==> src/hdl/assert_macros.svh <==
// ----------------------------------------------------------------------------
// Assertion macros
// Shared concurrent assertion wrappers for the color conversion block.
// ----------------------------------------------------------------------------
`ifndef ASSERT_MACROS_SVH
`define ASSERT_MACROS_SVH

// Checked on every rising edge; skipped while reset is asserted.
`define HSV_ASSERT(lbl, clk, rst_n, prop, msg) \
    lbl: assert property (@(posedge clk) disable iff (!rst_n) prop) else $error(msg);

// Checked on every rising edge, reset included.
`define HSV_ASSERT_ALWAYS(lbl, clk, prop, msg) \
    lbl: assert property (@(posedge clk) prop) else $error(msg);

`endif

==> src/hdl/hsv2rgb_pkg.sv <==
// ----------------------------------------------------------------------------
// hsv2rgb_pkg
// Stage payload types and sector codes for the HSV to RGB pipeline.
// ----------------------------------------------------------------------------
package hsv2rgb_pkg;

    // Hue sectors, 60 degrees each.
    localparam logic [2:0] SEC_RED_YEL  = 3'd0;
    localparam logic [2:0] SEC_YEL_GRN  = 3'd1;
    localparam logic [2:0] SEC_GRN_CYN  = 3'd2;
    localparam logic [2:0] SEC_CYN_BLU  = 3'd3;
    localparam logic [2:0] SEC_BLU_MAG  = 3'd4;
    localparam logic [2:0] SEC_MAG_RED  = 3'd5;

    localparam logic [16:0] FULL_TURN = 17'd65536;
    localparam logic [8:0]  Q8_ONE    = 9'd256;

    // Reciprocal of 60 scaled by 2^20, rounded up; exact for products below 15361.
    localparam logic [14:0] RECIP_60   = 15'd17477;
    localparam int          RECIP_SHFT = 20;

    typedef struct packed {
        logic [8:0] h;
        logic [8:0] c;
        logic [8:0] v;
    } t_s1;

    typedef struct packed {
        logic [2:0] sector;
        logic [5:0] w;
        logic [8:0] c;
        logic [8:0] m;
    } t_s2;

    typedef struct packed {
        logic [2:0]  sector;
        logic [13:0] prod;
        logic [8:0]  c;
        logic [8:0]  m;
    } t_s3;

    typedef struct packed {
        logic [2:0] sector;
        logic [8:0] x;
        logic [8:0] c;
        logic [8:0] m;
    } t_s4;

endpackage

==> src/hdl/hsv2rgb_front.sv <==
// ----------------------------------------------------------------------------
// hsv2rgb_front
// First stage: clamps the inputs, scales the hue to degrees and forms chroma.
// ----------------------------------------------------------------------------
module hsv2rgb_front
    import hsv2rgb_pkg::*;
(
    input  logic        i_clk,
    input  logic        i_rst_n,
    input  logic        i_en,
    input  logic        i_valid,
    input  logic [16:0] i_hue_turn,
    input  logic [8:0]  i_saturation,
    input  logic [8:0]  i_brightness,
    output logic        o_valid,
    output t_s1         o_data
);

    logic        r_valid;
    t_s1         r_data;
    t_s1         n_data;
    logic [16:0] hue_c;
    logic [8:0]  sat_c;
    logic [8:0]  val_c;
    logic [25:0] hue_deg;
    logic [17:0] sv_prod;

    always_comb begin
        hue_c   = (i_hue_turn > FULL_TURN) ? FULL_TURN : i_hue_turn;
        sat_c   = (i_saturation > Q8_ONE) ? Q8_ONE : i_saturation;
        val_c   = (i_brightness > Q8_ONE) ? Q8_ONE : i_brightness;
        hue_deg = 26'(hue_c) * 26'd360;
        sv_prod = 18'(sat_c) * 18'(val_c);
        n_data.h = hue_deg[24:16];
        n_data.c = sv_prod[16:8];
        n_data.v = val_c;
    end

    always_ff @(posedge i_clk) begin
        if (!i_rst_n) begin
            r_valid <= 1'b0;
        end else if (i_en) begin
            r_valid <= i_valid;
        end
    end

    always_ff @(posedge i_clk) begin
        if (i_en) begin
            r_data <= n_data;
        end
    end

    assign o_valid = r_valid;
    assign o_data  = r_data;

endmodule

==> src/hdl/hsv2rgb_sector.sv <==
// ----------------------------------------------------------------------------
// hsv2rgb_sector
// Second stage: finds the hue sector, the secondary weight and the offset m.
// ----------------------------------------------------------------------------
module hsv2rgb_sector
    import hsv2rgb_pkg::*;
(
    input  logic i_clk,
    input  logic i_rst_n,
    input  logic i_en,
    input  logic i_valid,
    input  t_s1  i_data,
    output logic o_valid,
    output t_s2  o_data
);

    logic       r_valid;
    t_s2        r_data;
    t_s2        n_data;
    logic [8:0] hm;

    always_comb begin
        // Hue modulo 120 by range; 360 wraps to zero.
        if (i_data.h >= 9'd360) begin
            hm = i_data.h - 9'd360;
        end else if (i_data.h >= 9'd240) begin
            hm = i_data.h - 9'd240;
        end else if (i_data.h >= 9'd120) begin
            hm = i_data.h - 9'd120;
        end else begin
            hm = i_data.h;
        end

        if (i_data.h < 9'd60) begin
            n_data.sector = SEC_RED_YEL;
        end else if (i_data.h < 9'd120) begin
            n_data.sector = SEC_YEL_GRN;
        end else if (i_data.h < 9'd180) begin
            n_data.sector = SEC_GRN_CYN;
        end else if (i_data.h < 9'd240) begin
            n_data.sector = SEC_CYN_BLU;
        end else if (i_data.h < 9'd300) begin
            n_data.sector = SEC_BLU_MAG;
        end else begin
            n_data.sector = SEC_MAG_RED;
        end

        // Weight is 60 minus the distance from the sector edge.
        n_data.w = (hm >= 9'd60) ? 6'(9'd120 - hm) : hm[5:0];
        n_data.c = i_data.c;
        n_data.m = i_data.v - i_data.c;
    end

    always_ff @(posedge i_clk) begin
        if (!i_rst_n) begin
            r_valid <= 1'b0;
        end else if (i_en) begin
            r_valid <= i_valid;
        end
    end

    always_ff @(posedge i_clk) begin
        if (i_en) begin
            r_data <= n_data;
        end
    end

    assign o_valid = r_valid;
    assign o_data  = r_data;

endmodule

==> src/hdl/hsv2rgb_xdiv.sv <==
// ----------------------------------------------------------------------------
// hsv2rgb_xdiv
// Third and fourth stages: secondary component X = floor(C * w / 60).
// ----------------------------------------------------------------------------
module hsv2rgb_xdiv
    import hsv2rgb_pkg::*;
(
    input  logic i_clk,
    input  logic i_rst_n,
    input  logic i_en,
    input  logic i_valid,
    input  t_s2  i_data,
    output logic o_valid,
    output t_s4  o_data
);

    logic        r_valid3;
    logic        r_valid4;
    t_s3         r_s3;
    t_s3         n_s3;
    t_s4         r_s4;
    t_s4         n_s4;
    logic [14:0] cw_prod;
    logic [28:0] q_prod;

    always_comb begin
        cw_prod       = 15'(i_data.c) * 15'(i_data.w);
        n_s3.sector   = i_data.sector;
        n_s3.prod     = cw_prod[13:0];
        n_s3.c        = i_data.c;
        n_s3.m        = i_data.m;

        // Division by 60 as a multiply by the scaled reciprocal.
        q_prod        = 29'(r_s3.prod) * 29'(RECIP_60);
        n_s4.sector   = r_s3.sector;
        n_s4.x        = q_prod[RECIP_SHFT +: 9];
        n_s4.c        = r_s3.c;
        n_s4.m        = r_s3.m;
    end

    always_ff @(posedge i_clk) begin
        if (!i_rst_n) begin
            r_valid3 <= 1'b0;
            r_valid4 <= 1'b0;
        end else if (i_en) begin
            r_valid3 <= i_valid;
            r_valid4 <= r_valid3;
        end
    end

    always_ff @(posedge i_clk) begin
        if (i_en) begin
            r_s3 <= n_s3;
            r_s4 <= n_s4;
        end
    end

    assign o_valid = r_valid4;
    assign o_data  = r_s4;

endmodule

==> src/hdl/hsv2rgb_mix.sv <==
// ----------------------------------------------------------------------------
// hsv2rgb_mix
// Last stage: places C and X on the channels by sector and adds the offset.
// ----------------------------------------------------------------------------
module hsv2rgb_mix
    import hsv2rgb_pkg::*;
(
    input  logic       i_clk,
    input  logic       i_rst_n,
    input  logic       i_en,
    input  logic       i_valid,
    input  t_s4        i_data,
    output logic       o_valid,
    output logic [8:0] o_red,
    output logic [8:0] o_green,
    output logic [8:0] o_blue
);

    logic       r_valid;
    logic [8:0] r_red;
    logic [8:0] r_green;
    logic [8:0] r_blue;
    logic [8:0] n_red;
    logic [8:0] n_green;
    logic [8:0] n_blue;
    logic [8:0] pr;
    logic [8:0] pg;
    logic [8:0] pb;

    always_comb begin
        case (i_data.sector)
            SEC_RED_YEL: begin
                pr = i_data.c; pg = i_data.x; pb = 9'd0;
            end
            SEC_YEL_GRN: begin
                pr = i_data.x; pg = i_data.c; pb = 9'd0;
            end
            SEC_GRN_CYN: begin
                pr = 9'd0; pg = i_data.c; pb = i_data.x;
            end
            SEC_CYN_BLU: begin
                pr = 9'd0; pg = i_data.x; pb = i_data.c;
            end
            SEC_BLU_MAG: begin
                pr = i_data.x; pg = 9'd0; pb = i_data.c;
            end
            default: begin
                pr = i_data.c; pg = 9'd0; pb = i_data.x;
            end
        endcase
        n_red   = pr + i_data.m;
        n_green = pg + i_data.m;
        n_blue  = pb + i_data.m;
    end

    always_ff @(posedge i_clk) begin
        if (!i_rst_n) begin
            r_valid <= 1'b0;
        end else if (i_en) begin
            r_valid <= i_valid;
        end
    end

    always_ff @(posedge i_clk) begin
        if (i_en) begin
            r_red   <= n_red;
            r_green <= n_green;
            r_blue  <= n_blue;
        end
    end

    assign o_valid = r_valid;
    assign o_red   = r_red;
    assign o_green = r_green;
    assign o_blue  = r_blue;

endmodule

==> src/hdl/hsv_to_rgb_converter_top.sv <==
// ----------------------------------------------------------------------------
// hsv_to_rgb_converter_top
// HSV to RGB color conversion, five-stage pipeline.
// ----------------------------------------------------------------------------
// The block takes one beat per clock while o_stall is low and returns one RGB
// beat for each HSV beat, in order. Stages: input clamp with hue-to-degree and
// chroma multiplies, sector and offset, chroma times weight, multiply by the
// reciprocal of 60, and channel placement with offset add into the output
// register. The pipeline moves as one unit: it holds only while a finished
// result waits under i_stall. An empty output register still lets new beats in
// under i_stall, but bubbles in the earlier stages are not squeezed out while
// the pipeline holds.
`include "assert_macros.svh"

module hsv_to_rgb_converter_top
    import hsv2rgb_pkg::*;
(
    input  logic        i_clk,
    input  logic        i_rst_n,
    input  logic        i_valid,
    output logic        o_stall,
    input  logic [16:0] i_hue_turn,
    input  logic [8:0]  i_saturation,
    input  logic [8:0]  i_brightness,
    output logic        o_valid,
    input  logic        i_stall,
    output logic [8:0]  o_red,
    output logic [8:0]  o_green,
    output logic [8:0]  o_blue
);

    logic en;
    logic v1;
    logic v2;
    logic v4;
    t_s1  d1;
    t_s2  d2;
    t_s4  d4;

    assign o_stall = o_valid && i_stall;
    assign en      = !o_stall;

    hsv2rgb_front u_front (
        .i_clk        (i_clk),
        .i_rst_n      (i_rst_n),
        .i_en         (en),
        .i_valid      (i_valid),
        .i_hue_turn   (i_hue_turn),
        .i_saturation (i_saturation),
        .i_brightness (i_brightness),
        .o_valid      (v1),
        .o_data       (d1)
    );

    hsv2rgb_sector u_sector (
        .i_clk   (i_clk),
        .i_rst_n (i_rst_n),
        .i_en    (en),
        .i_valid (v1),
        .i_data  (d1),
        .o_valid (v2),
        .o_data  (d2)
    );

    hsv2rgb_xdiv u_xdiv (
        .i_clk   (i_clk),
        .i_rst_n (i_rst_n),
        .i_en    (en),
        .i_valid (v2),
        .i_data  (d2),
        .o_valid (v4),
        .o_data  (d4)
    );

    hsv2rgb_mix u_mix (
        .i_clk   (i_clk),
        .i_rst_n (i_rst_n),
        .i_en    (en),
        .i_valid (v4),
        .i_data  (d4),
        .o_valid (o_valid),
        .o_red   (o_red),
        .o_green (o_green),
        .o_blue  (o_blue)
    );

    // The pipeline only holds for a result that is actually waiting.
    `HSV_ASSERT_ALWAYS(a_stall_has_result, i_clk, o_stall |-> o_valid, "stall without result")

    // A beat accepted into a free-running pipeline reaches the output.
    `HSV_ASSERT(a_latency, i_clk, i_rst_n, (i_valid && en ##1 en [*4]) |=> o_valid, "beat lost")

    // Every channel stays within Q1.8 full scale.
    `HSV_ASSERT(a_range, i_clk, i_rst_n, o_valid |-> (o_red <= Q8_ONE && o_green <= Q8_ONE && o_blue <= Q8_ONE), "channel above full scale")

endmodule
==> config.mk <==
export PLATFORM = sky130hd
export DESIGN_NAME = hsv_to_rgb_converter_top
export DESIGN_NICKNAME = d
export VERILOG_FILES = /design/src/hdl/hsv2rgb_pkg.sv /design/src/hdl/hsv2rgb_front.sv /design/src/hdl/hsv2rgb_sector.sv /design/src/hdl/hsv2rgb_xdiv.sv /design/src/hdl/hsv2rgb_mix.sv /design/src/hdl/hsv_to_rgb_converter_top.sv
export VERILOG_INCLUDE_DIRS = /design/src /design/src/hdl
export SDC_FILE = /design/constraint.sdc
export NUM_CORES = 1
export LEC_CHECK = 0
export BUFFER_PORTS_ARGS = -buffer_cell sky130_fd_sc_hd__clkbuf_2
export CORE_ASPECT_RATIO = 1.25
export CORE_MARGIN = 5
export CORE_UTILIZATION = 69
export CTS_CLUSTER_SIZE = 28
export DETAILED_ROUTE_END_ITERATION = 6
export PLACE_DENSITY = 0.92
export SKIP_CTS_REPAIR_TIMING = 1
export SLEW_MARGIN = 10
export SYNTH_ARGS = -nofsm -noshare
export SYNTH_HDL_FRONTEND = slang
export SYNTH_SLANG_ARGS = --single-unit
==> constraint.sdc <==
create_clock -name i_clk -period 11.2 [get_ports i_clk]
set_clock_uncertainty 0.2 [all_clocks]
set_input_delay 1.12 -clock i_clk [delete_from_list [all_inputs] [get_ports i_clk]]
set_output_delay 1.12 -clock i_clk [all_outputs]
set_load 0.01 [all_outputs]
==> run metrics, run 1 <==
post-synthesis adder-cell area fraction=0.3618; Num CTS Buffers=17; CTS sink cnt=151; Top delay family on crit path=adder cells; #FFs+latches synth=151; most frequent cells in the layout=inv_1 (246), ha_1 (218), edfxtp_1 (146); Most common cell on crit path=fa_1; RSZ-0062 raised after global routing=no; CTS tree=yes; vias in the first global route=11,073; Tmin final=6.370 ns; Slew HR=0.2357; H-tree depth=4; Fmax=157.0 MHz; critical path required time=11.19 ns; Post-Synth XOR/XNOR Area=0.04329; Setup crit end kind=register; R2R Setup Slk=5.80 ns; DR vias=10,316; post-route design area=0.01573 mm²; hold crit path type=reg -> reg; drt via density=5.905; Synth top area share=0.3010; pin count of the biggest net entering global routing=92; RePlAce Congestion=0.9128; most common cell after layout, fill and taps aside=inv_1; Synth cell types=63; final setup fails=0; antenna violations before repair=0; global route total overflow=0; largest area contributor in the netlist=edfxtp_1; YS warnings=0; status=finished clean; Max Cap Viol=0; CP max FO=18; Fin Setup TNS=0 ns; Syn Nets=1,784; Placement Rows=59; P&R area growth vs syn=7.988%; EDFF count, synth=146; Final Cycle Share=0.5687; Compound-Gate Fraction of Synth Area=0.09543; post-synthesis mux area share=0.008074; Initial Utilization=0.6997; synthesized cell area=0.01457 mm²; Die ar.=0.02413 mm²; Worst-Skew Late Latency=0.44 ns; register area share after synthesis=0.3079; PortBufs=67; WP buf/inv=4; share of cells above drive strength 1=0.07943; Worst-Margin Slew=1.146 ns; predominant post-synthesis flop cell=edfxtp_1; Setup CP Type=in -> reg; GRT Total Usage=0.2611; synth top area cells=edfxtp_1 (30%), ha_1 (19%), fa_1 (17%); nets@finish=1,844; Synth Instances=1,400; core area=0.02082 mm²; deepest clock path buffer count=2; post-layout util=0.7556; FILL cells=1,293; largest family of logic cells by synthesized area=adder cells; first-pass GRT wire length=50.78 mm; crit-path cells=clkbuf_2, nor2b_1, nand2_1, fa_1, inv_1, fa_1, inv_1, fa_1, inv_1, fa_1, ha_1, nand2_1, o41ai_1, a31oi_1, o21ai_0, o41ai_1, o21bai_1, xnor2_1; drt wl/cell=17.10 µm; CP max-delay cell=fa_1; final hold viol count=0; drc violations=0; Worst-path clk slew=0.06 ns; CP Launch Type=input port; crit path DAT=6.36 ns; Synth async-reset ratio=0; Syn Area/Cell=10.40 µm²; initial DRC count=926; Die X=140.0 µm; Post-Route WL=29.88 mm; Placed Area=0.01516 mm²; Post-Synth Simple-Gate Area=0.1124; post-detail-place hpwl=23.09 mm; antenna cells=0; Worst path max stage delay=0.56 ns; Ports=68; First-pass DRT Iterations=5; pins over their slew limit=0; Die Ht=172.4 µm; antenna-violating nets left=0; root buffer cell=clkbuf_16
## final timing paths
| kind | from | to | cells after the start |
|---|---|---|---|
| min | u_xdiv.n_s4[15]$_DFFE_PN_ | u_xdiv.o_data[15]$_DFFE_PN_ | 0 |
| max reg2reg | u_xdiv.r_s3[29]$_DFFE_PN_ | u_xdiv.o_data[26]$_DFFE_PN_ | 16 |
| min reg2reg | u_xdiv.n_s4[15]$_DFFE_PN_ | u_xdiv.o_data[15]$_DFFE_PN_ | 0 |
| max | i_brightness[8] | u_front.o_data[17]$_DFFE_PN_ | 18 |
## routing by layer
metal,track usage,part of all wire,vias to the layer above,wire (µm)
met5,0,0,-,0
met4,0.1100,0.037,0,1112
met3,0.03762,0.053,112,1596
met2,0.5093,0.55,417,16320
met1,0.2814,0.36,4958,10850
li1,-,-,4829,-
## synthesized netlist by cell type (3+ instances only)
master	number
nand3_1	13
nor2b_1	35
nand2_1	128
a41oi_1	3
nand4_1	3
xor2_1	16
and2_1	45
a211oi_1	5
inv_1	246
a22oi_1	3
o21bai_1	15
fa_1	127
nand2b_1	19
mux2i_1	8
or2_2	3
edfxtp_1	146
o21a_1	7
o221ai_1	9
dfxtp_1	5
nor4_1	5
nor2_1	64
a31oi_1	3
o41ai_1	3
a221oi_1	8
a311oi_1	3
ha_1	218
buf_2	4
xnor2_1	56
clkbuf_1	23
nor3_1	9
a21o_1	14
a21oi_1	74
o21ai_0	24
a21boi_0	15
o311ai_0	3
## area by class of cell
cell class,count,area (µm²),area share
Clock buffer,18,429.2,0.02728
Timing Repair Buffer,70,357.8,0.02275
Multi-Input combinational cell,974,9052,0.5755
Tap cell,274,342.8,0.02179
Inverter,246,923.4,0.05870
Clock inverter,14,140.1,0.008909
Sequential cell,151,4484,0.2851
## sequential cells by signal, indices dropped and copies added, names as in the netlist
name / flops
u_mix.o_valid: 1
u_xdiv.n_s4: 21
u_mix.o_blue: 9
u_front.o_data: 27
u_sector.o_data: 27
u_front.o_valid: 1
u_mix.o_red: 9
u_xdiv.o_valid: 1
u_xdiv.r_s3: 14
u_xdiv.r_valid3: 1
u_sector.o_valid: 1
u_mix.o_green: 9
u_xdiv.o_data: 30
## stage by stage
stage,std cells,hold slack [ns],worst slack [ns]
floorplan,1400,0.2003,4.888
global placement,1715,0.2005,4.690
detailed placement,1715,0.2045,4.489
CTS,1747,0.2126,4.919
global route,1747,0.2221,4.404
finish,1747,0.2103,4.830
## logic make-up (layout without fill, tap and decap cells)
kind of cell	after synthesis	after routing
compound gates	208	208
xor+xnor	72	72
fa+ha+maj	345	345
buf+inv	275	348
flops	151	151
mux	11	11
simple gates	338	338
Power of run 1 is left out: the tool's default activity adds up to more than one toggle a clock period on the data nets, which glitch-free logic cannot reach.
==> inputs of run 2 (changes only) <==
Settings changed: ABC_AREA set to 1, CORE_UTILIZATION 69 to 58, PLACE_DENSITY 0.92 to 0.83.
Clock period 11.2 ns to 5.4 ns, I/O delays scaled along.
==> run 2 against run 1 <==
- setup slack lost 4.5 ns
- critical path type unchanged
- wire length is 11% higher
- largest cell class unchanged
- cell area rose by 8.6%
- die area grew 25%
- the flow now finishes with violations (DRC)
==> run metrics, run 2 <==
status=complete, but fails checks (was finished clean); failing checks=DRC; Synth top area share=0.2823 (was 0.3010); post-route design area=0.01708 mm² (was 0.01573 mm²); first-pass GRT wire length=56.10 mm (was 50.78 mm); initial DRC count=736 (was 926); GRT Total Usage=0.2276 (was 0.2611); post-synthesis adder-cell area fraction=0.3394 (was 0.3618); CP max FO=5 (was 18); Initial Utilization=0.5825 (was 0.6997); post-synthesis mux area share=0 (was 0.008074); FILL cells=2,128 (was 1,293); RePlAce Congestion=0.9941 (was 0.9128); antenna-violating nets left=0 (unchanged); Synth async-reset ratio=0 (unchanged); Max Cap Viol=0 (unchanged); Fmax=199.1 MHz; final setup fails=0 (unchanged); most frequent cells in the layout=inv_1 (386), nand2_1 (322), ha_1 (218) (was inv_1 (246), ha_1 (218), edfxtp_1 (146)); Die X=156.4 µm (was 140.0 µm); Placed Area=0.01651 mm² (was 0.01516 mm²); Ports=68 (unchanged); drt via density=5.431 (was 5.905); Post-Synth Simple-Gate Area=0.1654 (was 0.1124); First-pass DRT Iterations=7 (was 5); crit path DAT=5.01 ns (was 6.36 ns); EDFF count, synth=146 (unchanged); drt wl/cell=14.90 µm (was 17.10 µm); most common cell after layout, fill and taps aside=inv_1 (unchanged); Syn Nets=2,145 (was 1,784); antenna cells=0 (unchanged); final hold viol count=0 (unchanged); Post-Synth XOR/XNOR Area=0.03666 (was 0.04329); CP Launch Type=input port (unchanged); Die ar.=0.03017 mm² (was 0.02413 mm²); post-detail-place hpwl=27.00 mm (was 23.09 mm); largest area contributor in the netlist=edfxtp_1 (unchanged); Placement Rows=67 (was 59); largest family of logic cells by synthesized area=adder cells (unchanged); pin count of the biggest net entering global routing=86 (was 92); hold crit path type=in -> reg (was reg -> reg); Setup WS pre-CTS=-0.08489 ns (was 4.489 ns); predominant post-synthesis flop cell=edfxtp_1 (unchanged); synthesized cell area=0.01553 mm² (was 0.01457 mm²); Register Area=0.004484 mm² (unchanged); Synth top cells by count=inv_1 (386), nand2_1 (323), ha_1 (218) (was inv_1 (246), ha_1 (218), edfxtp_1 (146)); deepest clock path buffer count=2 (unchanged); core area=0.02666 mm² (was 0.02082 mm²); register area share after synthesis=0.2888 (was 0.3079); Post-Route WL=33.17 mm (was 29.88 mm); antenna violations before repair=0 (unchanged); root buffer cell=clkbuf_16 (unchanged); Synth cell types=46 (was 63); critical path required time=5.39 ns (was 11.19 ns); Setup CP Type=in -> reg (unchanged); CTS sink cnt=151 (unchanged); Die Ht=192.9 µm (was 172.4 µm); Largest register FFs=30 (unchanged); P&R area growth vs syn=10.02% (was 7.988%); CTS tree=yes (unchanged); Slew HR=0.3350 (was 0.2357); DR vias=12,095 (was 10,316); Synth Instances=1,761 (was 1,400); nets@finish=2,253 (was 1,844); Tmin final=5.022 ns; Num CTS Buffers=17 (unchanged); PortBufs=67 (unchanged); Final Cycle Share=0.9299; global route total overflow=0 (unchanged); setup ws final=0.3783 ns (was 4.830 ns); Fin Setup TNS=0 ns (unchanged); Setup crit end kind=register (unchanged); drc violations=2 (was 0); synth top area cells=edfxtp_1 (28%), ha_1 (18%), fa_1 (16%) (was edfxtp_1 (30%), ha_1 (19%), fa_1 (17%)); vias in the first global route=12,660 (was 11,073); Multi-input gate area=0.009512 mm² (was 0.009052 mm²); Worst-Margin Slew=0.9975 ns (was 1.146 ns); Worst-Skew Late Latency=0.43 ns (was 0.44 ns); Worst-path clk slew=0.07 ns (was 0.06 ns); share of cells above drive strength 1=0.09139 (was 0.07943); H-tree depth=4 (unchanged); Syn Area/Cell=8.818 µm² (was 10.40 µm²); pins over their slew limit=0 (unchanged); most common cell in the netlist=inv_1 (unchanged); Compound-Gate Fraction of Synth Area=0.07042 (was 0.09543); #FFs+latches synth=151 (unchanged); RSZ-0062 raised after global routing=no (unchanged); YS warnings=0 (unchanged); WHS=0.1698 ns (was 0.2103 ns)
==> run 2: cell count changes after synthesis, sizes merged, moves of 39 or more <==
cell and change:
and2 -45, inv +147, nand2 +209, nand3 +53
nor2 +82, xnor2 -39
==> run 2: stage by stage <==
step,util,instances
after floorplan,-,1761
after global placement,0.6193,2195
after detailed placement,0.6193,2195
after CTS,0.6408,2227
after global routing,0.6409,2227
final,0.6409,2227
==> run 2: path summary, 6_finish.rpt <==
path / start / endpoint / slack, ns / cells after the start
worst max-delay path: i_saturation[4] / u_front.o_data[16]$_DFFE_PN_ / 0.38 / 23
worst min-delay path: i_valid / u_front.o_valid$_SDFFE_PN0N_ / 0.17 / 3
worst max register to register: u_xdiv.r_s3[29]$_DFFE_PN_ / u_xdiv.o_data[18]$_DFFE_PN_ / 0.80 / 13
worst min register to register: u_sector.o_data[6]$_DFFE_PN_ / u_xdiv.n_s4[6]$_DFFE_PN_ / 0.22 / 0
==> run 2: cell type report <==
cell class                 count  share of cell area
tap                          345             0.02527
clock buffer                  19             0.02534
sequential                   151              0.2625
multi-input combinational   1202              0.5568
inverter                     394             0.08657
timing repair buffer         103             0.03545
clock inverter                13            0.008129
==> run 2: routing by layer <==
layer	vias to the layer above	track usage	wire (µm)
li1	5882	-	-
met1	5700	0.2528	12440
met2	375	0.4271	17720
met5	-	0	0
met3	138	0.03081	1415
met4	0	0.1075	1595
==> run 2: cell families (layout without fill, tap and decap cells) <==
family	count (synthesis)	after routing
adder cells (fa/ha/maj)	345	345
AND/OR/NAND/NOR	597	597
flip-flops	151	151
XOR/XNOR	65	65
buffers and inverters	408	529
AO/OA/AOI/OAI	195	195
==> run 2: worst max-delay path, cell delays in order <==
cell	delay (ns)
clkbuf_2	0.09
nor4_1	0.26
inv_1	0.06
nor2_1	0.10
a21oi_1	0.07
inv_1	0.10
nand2_1	0.09
inv_1	0.14
nand2_1	0.10
fa_1	0.51
fa_1	0.53
inv_1	0.05
fa_1	0.48
inv_1	0.05
fa_1	0.53
inv_1	0.04
ha_1	0.31
a21oi_1	0.26
o21ai_0	0.15
a221oi_1	0.36
nand2_1	0.09
nand2_1	0.07
nand2_1	0.04
Power of run 2 is left out for the same reason.
==> inputs of run 3 (changes only) <==
Settings changed: ABC_AREA 1 to unset.
==> run 3 against run 2 <==
- the run now ends clean
- critical path depth shrank 7
- non-clock buffer count up 3
- wire length fell by 16%
- global-route usage decreased by 1.6 points
- die area decreased by 5.8%
- setup slack worse by 0.15 ns
- worst hold slack got worse by 0.016 ns
- sequential share of layout area grew 1.6 points
- largest cell class unchanged
- highest routed layer unchanged
==> run metrics, run 3 (synthesis gave the netlist of run 1 again) <==
Tmin final=5.170 ns (was 5.022 ns); Initial Utilization=0.5906 (was 0.5825); antenna violations before repair=0 (unchanged); antenna-violating nets left=0 (unchanged); share of cells above drive strength 1=0.1021 (was 0.09139); DR vias=10,126 (was 12,095); crit path DAT=5.16 ns (was 5.01 ns); Setup CP Type=reg -> reg (was in -> reg); Top delay family on crit path=adder cells (unchanged); WHS=0.1537 ns (was 0.1698 ns); crit-path cells=ha_1, inv_1, fa_1, fa_1, fa_1, inv_1, fa_1, ha_1, o21ai_0, nand2_1, o2111ai_1, a41oi_1, o221ai_2, a21oi_1, or2_2, o311ai_0 (was clkbuf_2, nor4_1, inv_1, nor2_1, a21oi_1, inv_1, nand2_1, inv_1, nand2_1, fa_1, fa_1, inv_1, fa_1, inv_1, fa_1, inv_1, ha_1, a21oi_1, o21ai_0, a221oi_1, nand2_1, nand2_1, nand2_1); GRT Total Usage=0.2115 (was 0.2276); drc violations=0 (was 2); P&R area growth vs syn=10.53% (was 10.02%); Num CTS Buffers=17 (unchanged); Die ar.=0.02840 mm² (was 0.03017 mm²); placed cell count=1,807 (was 2,195); nets@finish=1,880 (was 2,253); Final Cycle Share=0.9574 (was 0.9299); First-pass DRT Iterations=5 (was 7); Die X=151.7 µm (was 156.4 µm); Largest register FFs=30 (unchanged); pins over their slew limit=0 (unchanged); PortBufs=67 (unchanged); Static Leak=7.869 nW; pin count of the biggest net entering global routing=89 (was 86); most frequent cells in the layout=inv_1 (246), ha_1 (218), edfxtp_1 (146) (was inv_1 (386), nand2_1 (322), ha_1 (218)); CTS tree=yes (unchanged); status=finished clean (was complete, but fails checks); drt wl/cell=15.14 µm (was 14.90 µm); hold crit path type=in -> reg (unchanged); global route total overflow=0 (unchanged); Ports=68 (unchanged); Setup crit end kind=register (unchanged); Worst-Skew Late Latency=0.43 ns (about the same); Slew HR=0.2372 (was 0.3350); CP Launch Type=register (was input port); post-detail-place hpwl=22.46 mm (was 27.00 mm); post-layout util=0.6528 (was 0.6409); deepest clock path buffer count=2 (unchanged); final hold viol count=0 (unchanged); RSZ-0062 raised after global routing=no (unchanged); P per Cell Area=671.1 mW/mm²; Final Power=0.01080 W; Post-Route WL=27.85 mm (was 33.17 mm); drt via density=5.506 (was 5.431); antenna cells=0 (unchanged); WP buf/inv=2 (was 7); initial DRC count=513 (was 736); CTS sink cnt=151 (unchanged); Placement Rows=64 (was 67); core area=0.02466 mm² (was 0.02666 mm²); vias in the first global route=10,766 (was 12,660); H-tree depth=4 (unchanged); CP max-delay cell=fa_1 (unchanged); final setup fails=0 (unchanged); first-pass GRT wire length=48.66 mm (was 56.10 mm); critical path required time=5.39 ns (about the same); CP max FO=3 (was 5); Worst-path clk slew=0.06 ns (was 0.07 ns); RePlAce Congestion=0.8642 (was 0.9941); Peak VDD IR=0.3738 mV; root buffer cell=clkbuf_16 (unchanged); Most common cell on crit path=fa_1 (was inv_1); Fmax=193.4 MHz (was 199.1 MHz); Max Cap Viol=0 (unchanged); final std cells w/o fill=1,839 (was 2,227); Die Ht=187.2 µm (was 192.9 µm); Worst-Margin Slew=1.144 ns (was 0.9975 ns); Worst path max stage delay=0.54 ns (was 0.53 ns); most common cell after layout, fill and taps aside=inv_1 (unchanged)
run 3: cell types whose count changed in the layout (fill, tap and decap cells not counted), moves of 14 or more:
cell	delta
nand3_1	-49
xnor2_1	+39
a21oi_1	-17
nor2b_1	+35
nand2_1	-195
o22ai_1	-26
o21ai_0	-23
nor2_1	-72
inv_1	-140
xor2_1	-32
a21boi_0	+14
nand2b_1	+18
and2_1	+45
run 3: per-stage QoR:
step / area [µm²] / setup slack [ns] / setup TNS [ns]
CTS: 16090 / 0.1173 / 0
detailed placement: 15500 / -0.05164 / -0.07617
floorplan: 14570 / 0.1280 / 0
finish: 16100 / 0.2303 / 0
global route: 16100 / 0.02144 / 0
global placement: 15500 / 0.1272 / 0
run 3: power by group:
group          internal (W)  switching (W)
clock              0.000695       0.000501
combinational       0.00317        0.00378
sequential          0.00216       0.000500
run 3: final timing paths:
check	slack, ns	to	startpoint	cells after the start
setup / recovery	0.23	u_xdiv.o_data[26]$_DFFE_PN_	u_xdiv.r_s3[31]$_DFFE_PN_	16
hold / removal	0.15	u_front.o_valid$_SDFFE_PN0N_	i_valid	3
setup reg to reg	0.23	u_xdiv.o_data[26]$_DFFE_PN_	u_xdiv.r_s3[31]$_DFFE_PN_	16
hold reg to reg	0.22	u_xdiv.o_data[3]$_DFFE_PN_	u_xdiv.n_s4[3]$_DFFE_PN_	0
run 3: final cells by class:
cell class,instances,area [µm²]
Clock buffer,18,429.2
Clock inverter,14,163.9
Fill cell,1877,8563
Inverter,246,923.4
Multi-Input combinational cell,974,9059
Sequential cell,151,4484
Tap cell,330,412.9
Timing Repair Buffer,106,628.1
run 3: worst min-delay path, cell delays in order:
cell and delay, ns:
clkbuf_2 0.08, nand2_1 0.04, a21boi_0 0.07
run 3: routing by layer:
metal | up-vias | share of wire | routed length, µm | GRT usage
met4 | 0 | 0.033 | 913 | 0.07642
met3 | 76 | 0.041 | 1130 | 0.03514
met1 | 4882 | 0.38 | 10590 | 0.2399
li1 | 4890 | - | - | -
met2 | 278 | 0.55 | 15210 | 0.3927
met5 | - | 0 | 0 | 0
Power figures use the tool's default switching activity.
